**src/anb_pkg.sv**
```systemverilog
package anb_pkg;

  // counter widths
  localparam int SIZE_BITS      = 24;
  localparam int EPB_COUNT_BITS = 16;

  // fixed field widths of the result request
  localparam int POS_W   = 24;
  localparam int SIZE_W  = 24;
  localparam int COUNT_W = 16;
  localparam int TYPE_W  = 5;

  // stream byte codes
  localparam logic [7:0] STC_BYTE  = 8'h01;
  localparam logic [7:0] EPB_BYTE  = 8'h03;
  localparam logic [7:0] ZERO_BYTE = 8'h00;
  localparam logic [1:0] ZERO_RUN_FULL = 2'd2;

  localparam logic [SIZE_BITS-1:0]      SIZE_MAX  = '1;
  localparam logic [EPB_COUNT_BITS-1:0] COUNT_MAX = '1;
  localparam logic [SIZE_BITS-1:0]      HDR_INDEX = SIZE_BITS'(1);

  typedef enum logic [1:0] {
    KIND_PAYLOAD = 2'd0,
    KIND_EPB     = 2'd1,
    KIND_NAL_END = 2'd2
  } kind_t;

  typedef struct packed {
    logic [7:0] in_byte;
    logic       end_of_stream;
  } anb_in_t;

  typedef struct packed {
    kind_t              kind;
    logic [7:0]         data_byte;
    logic [POS_W-1:0]   epb_position;
    logic [TYPE_W-1:0]  nal_type;
    logic [SIZE_W-1:0]  nal_size;
    logic [COUNT_W-1:0] epb_count;
  } anb_out_t;

  // parser state carried between bytes
  typedef struct packed {
    logic [1:0]                zero_run;
    logic                      unit_open;
    logic [SIZE_BITS-1:0]      payload_count;
    logic [EPB_COUNT_BITS-1:0] removed_count;
    logic [TYPE_W-1:0]         header_type;
  } anb_state_t;

  localparam anb_state_t STATE_RESET = '{
    zero_run:      2'd0,
    unit_open:     1'b0,
    payload_count: '0,
    removed_count: '0,
    header_type:   '0
  };

endpackage

```
**src/annexb_nal_extractor.sv**
```systemverilog
// a result is registered and shown in the cycle after its byte request is accepted
// throughput: one byte per cycle while no result waits; anb_step updates state
// the result register frees the input side as soon as the result is taken
// reset: synchronous, active high; clears parser state and the result valid,
// no unit is open until the first start code
module annexb_nal_extractor (
  input  logic              clk,
  input  logic              rst,
  input  logic              byte_valid,
  output logic              byte_ready,
  input  anb_pkg::anb_in_t  byte_req,
  output logic              res_valid,
  input  logic              res_ready,
  output anb_pkg::anb_out_t res_req
);
  import anb_pkg::*;

  anb_state_t st;
  anb_state_t st_next;
  logic       emit;
  anb_out_t   res_next;
  logic       accept;

  anb_step u_step (
    .st      (st),
    .item    (byte_req),
    .st_next (st_next),
    .emit    (emit),
    .res     (res_next)
  );

  // take a byte whenever the result register is free or being emptied
  assign byte_ready = !res_valid || res_ready;
  assign accept     = byte_valid && byte_ready;

  // parser state
  always_ff @(posedge clk) begin
    if (rst) begin
      st <= STATE_RESET;
    end else if (accept) begin
      st <= st_next;
    end
  end

  // result register
  always_ff @(posedge clk) begin
    if (rst) begin
      res_valid <= 1'b0;
    end else if (accept) begin
      res_valid <= emit;
    end else if (res_ready) begin
      res_valid <= 1'b0;
    end
  end

  always_ff @(posedge clk) begin
    if (accept && emit) begin
      res_req <= res_next;
    end
  end

  // closed or never-opened unit holds no counts
  a_idle_counts: assert property (@(posedge clk) disable iff (rst)
    !st.unit_open |-> (st.payload_count == '0 && st.removed_count == '0))
    else $error("counts nonzero with no open unit");

  // zero run saturates at two
  a_zero_run: assert property (@(posedge clk) disable iff (rst)
    st.zero_run != 2'd3)
    else $error("zero run out of range");

  // end of stream always leaves no unit open
  a_eos_close: assert property (@(posedge clk) disable iff (rst)
    accept && byte_req.end_of_stream |=> !st.unit_open)
    else $error("unit still open after end of stream");

  // an open unit always yields a result for an end of stream request
  a_eos_result: assert property (@(posedge clk) disable iff (rst)
    accept && byte_req.end_of_stream && st.unit_open |=>
      res_valid && res_req.kind == KIND_NAL_END)
    else $error("missing unit end at end of stream");

endmodule

```
**src/anb_step.sv**
```systemverilog
module anb_step (
  input  anb_pkg::anb_state_t st,
  input  anb_pkg::anb_in_t    item,
  output anb_pkg::anb_state_t st_next,
  output logic                emit,
  output anb_pkg::anb_out_t   res
);
  import anb_pkg::*;

  logic             run_full;
  logic             is_start;
  logic             is_epb;
  logic [SIZE_BITS-1:0] epb_pos;

  assign run_full = (st.zero_run == ZERO_RUN_FULL);
  assign is_start = run_full && (item.in_byte == STC_BYTE);
  assign is_epb   = run_full && (item.in_byte == EPB_BYTE);
  assign epb_pos  = (st.payload_count != '0) ? st.payload_count - SIZE_BITS'(1) : '0;

  // next state and result for one byte
  always_comb begin
    st_next = st;
    emit    = 1'b0;
    res     = '0;
    res.kind = KIND_PAYLOAD;
    if (item.end_of_stream) begin
      // close open unit at end of stream
      emit         = st.unit_open;
      res.kind     = KIND_NAL_END;
      res.nal_type = st.header_type;
      res.nal_size = SIZE_W'(st.payload_count);
      res.epb_count = COUNT_W'(st.removed_count);
      st_next      = STATE_RESET;
    end else if (is_start) begin
      // start code closes the open unit and opens a new one
      emit          = st.unit_open;
      res.kind      = KIND_NAL_END;
      res.nal_type  = st.header_type;
      res.nal_size  = SIZE_W'(st.payload_count);
      res.epb_count = COUNT_W'(st.removed_count);
      st_next           = STATE_RESET;
      st_next.unit_open = 1'b1;
    end else if (is_epb) begin
      // emulation prevention byte dropped
      st_next.zero_run = 2'd0;
      if (st.unit_open) begin
        emit             = 1'b1;
        res.kind         = KIND_EPB;
        res.epb_position = POS_W'(epb_pos);
        if (st.removed_count != COUNT_MAX) begin
          st_next.removed_count = st.removed_count + EPB_COUNT_BITS'(1);
        end
      end
    end else begin
      // ordinary byte
      if (item.in_byte == ZERO_BYTE) begin
        if (!run_full) begin
          st_next.zero_run = st.zero_run + 2'd1;
        end
      end else begin
        st_next.zero_run = 2'd0;
      end
      if (st.unit_open) begin
        emit          = 1'b1;
        res.kind      = KIND_PAYLOAD;
        res.data_byte = item.in_byte;
        if (st.payload_count == HDR_INDEX) begin
          st_next.header_type = item.in_byte[7:3];
        end
        if (st.payload_count != SIZE_MAX) begin
          st_next.payload_count = st.payload_count + SIZE_BITS'(1);
        end
      end
    end
  end

endmodule
```
**config.mk**
```make
export PLATFORM = sky130hd
export DESIGN_NAME = annexb_nal_extractor
export DESIGN_NICKNAME = d
export VERILOG_FILES = /design/src/anb_pkg.sv /design/src/annexb_nal_extractor.sv /design/src/anb_step.sv
export SDC_FILE = /design/constraint.sdc
export NUM_CORES = 1
export LEC_CHECK = 0
export ABC_AREA = 1
export BUFFER_PORTS_ARGS = -buffer_cell sky130_fd_sc_hd__buf_2
export CAP_MARGIN = 20
export CELL_PAD_IN_SITES_DETAIL_PLACEMENT = 1
export CELL_PAD_IN_SITES_GLOBAL_PLACEMENT = 1
export CORE_MARGIN = 2
export CORE_UTILIZATION = 30
export DETAILED_ROUTE_END_ITERATION = 10
export PLACE_DENSITY = 0.73
export SLEW_MARGIN = 0
export SYNTH_ARGS = -nofsm -noshare
export SYNTH_HDL_FRONTEND = slang
export SYNTH_SLANG_ARGS = --single-unit
```
**constraint.sdc**
```tcl
create_clock -name clk -period 4.6 [get_ports clk]
set_input_delay 0.23 -clock clk [delete_from_list [all_inputs] [get_ports clk]]
set_output_delay 0.23 -clock clk [all_outputs]
set_load 0.005 [all_outputs]
```
# Word-level counts from Yosys, hierarchy flattened

Cells that the tools add are included.

Output and inout port bits: 81
Bits in latches: 0
Register bits: 128
RAM bits: 0
ROM bits: 0
Input port bits: 13
Memories: 0

Reductions and logical operators: 23
Bitwise operators: 3
$add $sub $neg: 4
Multipliers: 0
Equal/unequal tests: 8
Divide/modulo/power cells: 0
Muxes and demuxes: 25
Shifts and indexed selects: 0
Magnitude comparators: 0

Operators by type and width:

| cell                  | number |
|---|---|
| $mux 45               | 3 |
| $mux 24               | 3 |
| $mux 16               | 3 |
| $mux 48               | 1 |
| $add 24x1->24 const B | 1 |
| $eq 24x1->1 const B   | 1 |
| $ne 24x24->1 const B  | 1 |
| $reduce_bool 24->1    | 1 |
| $sub 24x1->24 const B | 1 |
| $add 16x1->16 const B | 1 |
| $ne 16x16->1 const B  | 1 |
| $mux 5                | 3 |
| $reduce_bool 3->1     | 5 |
| $reduce_and 4->1      | 3 |
| $mux 2                | 5 |
| $eq 8x1->1 const B    | 1 |
| $eq 8x2->1 const B    | 1 |
| $logic_not 8->1       | 1 |
| $mux 1                | 7 |
| $ne 5x5->1 const B    | 1 |
| $reduce_or 5->1       | 1 |
| $logic_and 1x1->1     | 4 |
| $reduce_and 2->1      | 2 |
| $reduce_bool 2->1     | 2 |
| 8 further kinds       | 10 |

# Logic depth before layout (Yosys ltp)

Gate-level depths: netlist (run 1).

Word-level depth: 6
Depth in mapped cells: 13
Mapped depth without buffers: 12

# By module

From an unflattened synthesis (run 1), not the netlist that was laid out.

Cell total of the unflattened synthesis: 1074
Area, all modules: 7737.4 um^2

By module, submodules not included:

| module               | area each (um^2) | sequential area each (um^2) | times used | cells an instance |
|---|---|---|---|---|
| annexb_nal_extractor | 4624.4           | 3353.2                      | 1          | 404 |
| anb_step             | 3113.0           | 0.0                         | 1          | 670 |

# Worst setup path before layout (run 1)

Ideal clock, no wire load.

Path kind: register to register
Start point: register res_valid
End point: register res_req[0] (netlist name) (enable)
Slack: 0.293 ns
Stages on the path, launching flop included: 4
Clock period less this slack: 4.307 ns
Library setup time: 0.517 ns
Arrival time: 3.791 ns
Buffers on the path: 0
Path through: dfxtp_1 -> nand2_1 -> nand2_1 -> nor2_1

Word-level cells in the longest chain between the ends: 4

RTL lines:

| element                  | line                       | text |
|---|---|---|
| start: declaration       | annexb_nal_extractor.sv:12 | `output logic res_valid,` |
| start signal: assignment | annexb_nal_extractor.sv:50 | `res_valid <= emit;` |
| $logic_not 1->1          | annexb_nal_extractor.sv:33 | `assign byte_ready = !res_valid \|\| res_ready;` |
| $logic_or 1x1->1         | annexb_nal_extractor.sv:33 |  |
| named net byte_ready     | annexb_nal_extractor.sv:10 | `output logic byte_ready,` |
| $logic_and 1x1->1        | annexb_nal_extractor.sv:34 | `assign accept = byte_valid && byte_ready;` |
| $logic_and 1x1->1        | annexb_nal_extractor.sv:57 | `if (accept && emit) begin` |
| end signal: assignment   | annexb_nal_extractor.sv:58 | `res_req <= res_next;` |
| end: declaration         | annexb_nal_extractor.sv:14 | `output anb_pkg::anb_out_t res_req` |

The timed path passes the listed nets, and every way through them passes these cells.
A chain may end at the register's enable or synchronous reset.

# Worst setup path in the final report (run 1)

Start point: register, netlist name st[46]
End point: register, netlist name st[4]

Word-level cells in the longest chain between the ends: 4
Elaborated cells between the ends (all ways): 9

RTL lines:

| element                                                      | line                           | text |
|---|---|---|
| $eq 2x2->1 *                                                 | anb_step.sv:15                 | `assign run_full = (st.zero_run == ZERO_RUN_FULL);` |
| $logic_and 1x1->1 (on tied branches)                         | anb_step.sv:17, anb_step.sv:16 |  |
| $ne 3x2->1 (no line), or another cell as far along           | --                             |  |
| $reduce_and 4->1 (no line) / $mux 48 (equally long branches) | --                             |  |

Mark *: on every way between the ends. The rest lies on a longest branch, timed or not.

==> results of run 1 <==
-- worst paths after layout --
path | cells after the start | end | start
hold reg to reg | 2 | st[2] | st[2]
setup / recovery | 13 | st[4] | st[46]
setup reg to reg | 13 | st[4] | st[46]
hold / removal | 3 | st[0] | byte_req[4]
-- area by class of cell --
type	instances	area [µm²]
Inverter	93	349
Clock buffer	25	495
Sequential cell	128	3350
Tap cell	285	357
Clock inverter	7	58.8
Timing Repair Buffer	95	493
Multi-Input combinational cell	633	2930
Fill cell	2769	14600
-- Yosys cell counts, drive strengths merged --
library cell	instances	area, µm²
dfxtp	49	981
nand3b	2	18.8
nand3	70	370
clkbuf	8	30.0
nor3b	5	37.5
o21ai	25	125
ha	6	75.1
nand2	203	792
o21bai	1	11.3
edfxtp	79	2370
inv	93	349
nor3	21	115
nor2	219	888
buf	34	275
xnor2	1	8.76
nand4	20	125
nor4	1	6.26
a211oi	1	7.51
a21oi	43	215
or2	1	6.26
xor2	14	123
-- where the power goes --
| group | leakage, µW | internal (µW) | switching, µW | total (µW) |
|---|---|---|---|---|
| combinational | 0.00181 | 67.6 | 154 | 221 |
| sequential | 0.00114 | 1240 | 23.5 | 1260 |
| clock | 0.000270 | 793 | 493 | 1290 |
-- logic make-up (layout without fill, tap and decap cells) --
family / after synthesis / after routing
flip-flops: 128 / 128
buffers and inverters: 135 / 220
AO/OA/AOI/OAI: 70 / 70
adder cells (fa/ha/maj): 6 / 6
XOR/XNOR: 15 / 15
AND/OR/NAND/NOR: 542 / 542
-- per-layer routing --
layer | up-vias | global-route usage [%]
li1 | 3025 | -
met1 | 2948 | 21.3
met2 | 113 | 29.6
met3 | 20 | 2.89
met4 | 0 | 5.42
met5 | - | 0
-- per-stage QoR --
stage                     setup WS [ps]  instance area (µm²)
after global placement             1640                 7480
after floorplan                     293                 6930
after detailed placement           1440                 7480
after CTS                          1410                 8040
after global routing               1130                 8040
final                              1430                 8040
-- registers in the layout (all words and copies together), names as in the netlist --
| name | cells |
|---|---|
| st | 48 |
| res_req | 79 |
| res_valid | 1 |
-- critical path, cell delays in order, from the launching register on --
cell and delay [ps]:
dfxtp_1 330, inv_1 60, ha_1 210, nand2_1 170, nor2_4 70, nand2_2 380
nand2_1 380, inv_2 500, buf_4 430, nand2_1 120, nand2_2 150, inv_1 100
nor2_1 100, nor2_1 50
==> metrics.cfg, run 1 <==
[floorplanning]
dieArea_um2 = 24300
rows = 55
start_util_pct = 30.6
core-area_um2 = 22600
die_w_um = 156
fp.dieH_um = 156
ios = 94

[finish]
num_antenna_cells = 0
drive_gt1_share_pct = 15.9
fin_util_pct = 35.5
layout.nets = 987
layout_common_cells = nor2_1 (207), nand2_1 (193), buf_2 (93)
fin_cells = 1266
final_common_cell = nor2_1
syn_to_final_growth_pct = 16.0

[drt]
avgRoutedWirePerCell_um = 15.9
drt_iter0_drc = 237
wl_met3_um = 689
m1WireLength_um = 9380
wl_met2_um = 9810
drc = 0
dr_total_vias = 6106
antenna_left = 0
vias_per_cell = 4.82
wl_um = 20200
top_layer_used = met4
dr.pass1.iters = 4

[clock_network]
holdBufCountCts = 0
insertion_delay_ps = 430
cts_tree = yes
cts_root_buffer = clkbuf_16
numCtsBuffers = 17
cts_setup_buffers = 0
cts-resized-gates = 0
clk_pin_slew_ps = 60
htreeDepth = 4
cts.sinks = 128
clock_path_buffers = 2

[timing]
drv_slew = 0
clock.fmax_mhz = 316
fin_worst_skew_ps = 10.1
hold_slack_ps = 95.2
fin_crit_ps = 3170
period_share_pct = 68.8
slew_headroom_pct = 34.4
tns_ps = 0
worst-slew-pin-transition_ps = 982
setup_viol = 0
rsz0062_at_grt = false
hold_viol_final = 0

[logic_synthesis]
synth_seq_cells = 128
synth_top_family_by_area = simple AND/OR/NAND/NOR gates
yosysWarnings = 0
synth.avg_cell_area_um2 = 7.74
synth_mux_area_share_pct = 0
yosys.area_share.simple_pct = 34.0
synth_area_um2 = 6930
synth_nets = 915
ys_seq_area_share_pct = 48.4
yosys.area_share.adder_pct = 1.08
synth.distinct_cells = 32
netlist_instances = 896
synth_compound_area_share_pct = 5.18
synth_xor_area_share_pct = 1.89

[hold_path]
hp-class = primary input to register

[global_route]
grt_overflow = 0
grt_pass1_wl_um = 32400
grt_pass1_vias = 6263
grtUsageTotal_pct = 17.0
grt_max_degree = 49
antenna_found_initial = 0

[place]
dp_hpwl_um = 14500
dp_cells = 1234
io_buffers = 93
gp_congestion = 0.870

[critical_path]
worst_setup_path_start_kind = register
cp_data_arrival_time_ps = 3480
cp_max_fo = 29
required_ps = 4910
regToRegSetupSlack_ps = 1430
cp-end-kind = register
worst-setup-path-type = register to register

[power]
ir_worst_vdd_uv = 221
power.density_nw_per_um2 = 345
p_leak_uw = 0.00322
p_total_uw = 2770

[job]
cap_violations = 0

[run_status]
status = finished clean

No activity file was read; power rests on OpenSTA's default activity.
==> run 2: changes to the inputs <==
--- a/config.mk
+++ b/config.mk
@@ -13,7 +13,7 @@
 export CORE_MARGIN = 2
 export CORE_UTILIZATION = 30
 export DETAILED_ROUTE_END_ITERATION = 10
-export PLACE_DENSITY = 0.73
+export PLACE_DENSITY = 0.71
 export SLEW_MARGIN = 0
 export SYNTH_ARGS = -nofsm -noshare
 export SYNTH_HDL_FRONTEND = slang
==> constraint.sdc (replaced) <==
create_clock -name clk -period 3.1 [get_ports clk]
set_input_delay 0.155 -clock clk [delete_from_list [all_inputs] [get_ports clk]]
set_output_delay 0.155 -clock clk [all_outputs]
set_load 0.005 [all_outputs]
==> run 2 against run 1 <==
Effect of this change: hold slack got worse by 58 ps; count of clock-buffer cells in the layout decreased by 1; cell area increased by 2.0%; first-iteration DRC count increased by 30%; setup slack got worse by 850 ps; die area unchanged; wire length increased by 0.63%; global-route usage increased by 0.43 points; non-clock buffer count increased by 13; highest routed layer unchanged; sequential share of layout area decreased by 0.83 points; combinational power increased by 52%; register-to-register slack got worse by 850 ps.
==> metrics.cfg, run 2 (same netlist as run 1, synthesis figures left out) <==
[place]
gp_congestion = 0.867
dp_hpwl_um = 14600
io_buffers = 93
dp_cells = 1246

[finish]
num_antenna_cells = 0
layout_common_cells = nor2_1 (207), nand2_1 (193), buf_2 (93)
largest-register = res_req
fin_cells = 1279
layout.nets = 1000
largest_register_ffs = 79
largestRegisters = res_req x79, st x48, res_valid x1
drive_gt1_share_pct = 17.5
syn_to_final_growth_pct = 18.3
final_common_cell = nor2_1

[power]
power.density_nw_per_um2 = 530
p_leak_uw = 0.00332
ir_worst_vdd_uv = 343

[critical_path]
required_ps = 3380
worstReg2RegEnd = res_req[66]
worst-setup-path-type = register to register
crit_end = res_req[66]
worst_setup_path_start_kind = register
crit_chain = inv_1, ha_1, nand2_1, nor2_4, nand3_1, nor2_1, nand2_1, inv_1, o21ai_0, nor2_1
cp_max_fo = 22
r2r_start = st[46]
reg2reg_depth = 10
cp_slowest_stage_delay_ps = 570
startpoint = st[46]
cp-end-kind = register
regToRegSetupSlack_ps = 580
slowest_stage = nand2_1
cp_data_arrival_time_ps = 2790

[drt]
antenna_left = 0
dr_total_vias = 6097
avgRoutedWirePerCell_um = 15.9
vias_per_cell = 4.77
wl_um = 20300
drc = 0
dr.pass1.iters = 4
drt_iter0_drc = 308

[global_route]
grt_overflow = 0
grt_pass1_wl_um = 32900
grt_pass1_vias = 6260
antenna_found_initial = 0
grt_max_degree = 50
grtUsageTotal_pct = 17.4

[hold_path]
min_path_cells = 3
hp-class = primary input to register
min_from = byte_req[3]

[clock_network]
cts_tree = yes
insertion_delay_ps = 430
cts.sinks = 128
cts_root_buffer = clkbuf_16
numCtsBuffers = 17
cts_setup_buffers = 0
clock_path_buffers = 2
htreeDepth = 4
cts-resized-gates = 0
clk_pin_slew_ps = 60

[floorplanning]
rows = 55
start_util_pct = 30.6
die_w_um = 156
fp.dieH_um = 156
dieArea_um2 = 24300
ios = 94
core-area_um2 = 22600

[timing]
drv_slew = 0
setup_viol = 0
period_share_pct = 81.2
fin_crit_ps = 2520
slew_headroom_pct = 45.9
clock.fmax_mhz = 397
hold_viol_final = 0
rsz0062_at_grt = false
tns_ps = 0
worst-slew-pin-transition_ps = 810
fin_worst_skew_ps = 9.76

[job]
cap_violations = 0

[run_status]
status = finished clean

==> run 2: cell count changes in the layout (fill, tap and decap cells not counted), moves of 2 or more <==
cell	change
buf_4	+13
clkbuf_1	-3
clkinv_1	-3
clkbuf_16	+2
clkinv_2	+2
==> run 2: repair_timing <==
item / in CTS / in global routing
endpoints found under the setup margin: 0 / 0
hold buffers: 1 / 0
endpoints found under the hold margin: 1 / 0
==> run 2: worst min path at each step <==
stage	endpoint	slack (ps)
floorplan	st[0]	290
global placement	st[0]	450
detailed placement	st[0]	450
CTS	res_req[71]	20
global route	res_req[71]	40
finish	res_req[71]	40
==> run 2: through the flow <==
| step | hold slack [ps] | area (µm²) | setup slack [ps] | utilization (%) | power (µW) |
|---|---|---|---|---|---|
| detailed placement | 454 | 7560 | 658 | 33.4 | 2250 |
| finish | 37.6 | 8200 | 582 | 36.2 | 4350 |
| global route | 43.2 | 8200 | 359 | 36.2 | 4530 |
| CTS | 17.4 | 8200 | 628 | 36.2 | 4400 |
| floorplan | 295 | 6940 | 118 | - | 2150 |
| global placement | 445 | 7560 | 682 | 33.4 | 2240 |
==> run 2: final cells by class <==
| cell class | count | area [µm²] |
|---|---|---|
| well taps | 285 | 357 |
| inverters | 93 | 349 |
| repair buffers | 108 | 581 |
| clock buffers | 24 | 534 |
| multi-input cells | 633 | 2930 |
| fillers | 2749 | 14400 |
| flip-flops and latches | 128 | 3350 |
| clock inverters | 8 | 96.3 |
==> run 2: layer usage <==
metal / wire [µm] / track usage (%)
met1: 9550 / 22.2
met2: 9730 / 29.4
met3: 843 / 4.08
met4: 156 / 5.11
met5: 0 / 0
==> run 2: critical path: cells and delay by family, from the launching register on <==
family          cells  cell delay [ps]
simple gates        6             1410
fa+ha+maj           1              160
flops               1              310
buf+inv             2              360
compound gates      1              120
==> run 2: power by group <==
group	switching [µW]	internal, µW
sequential	33.3	1840
clock	778	1360
combinational	230	105
total	1040	3310
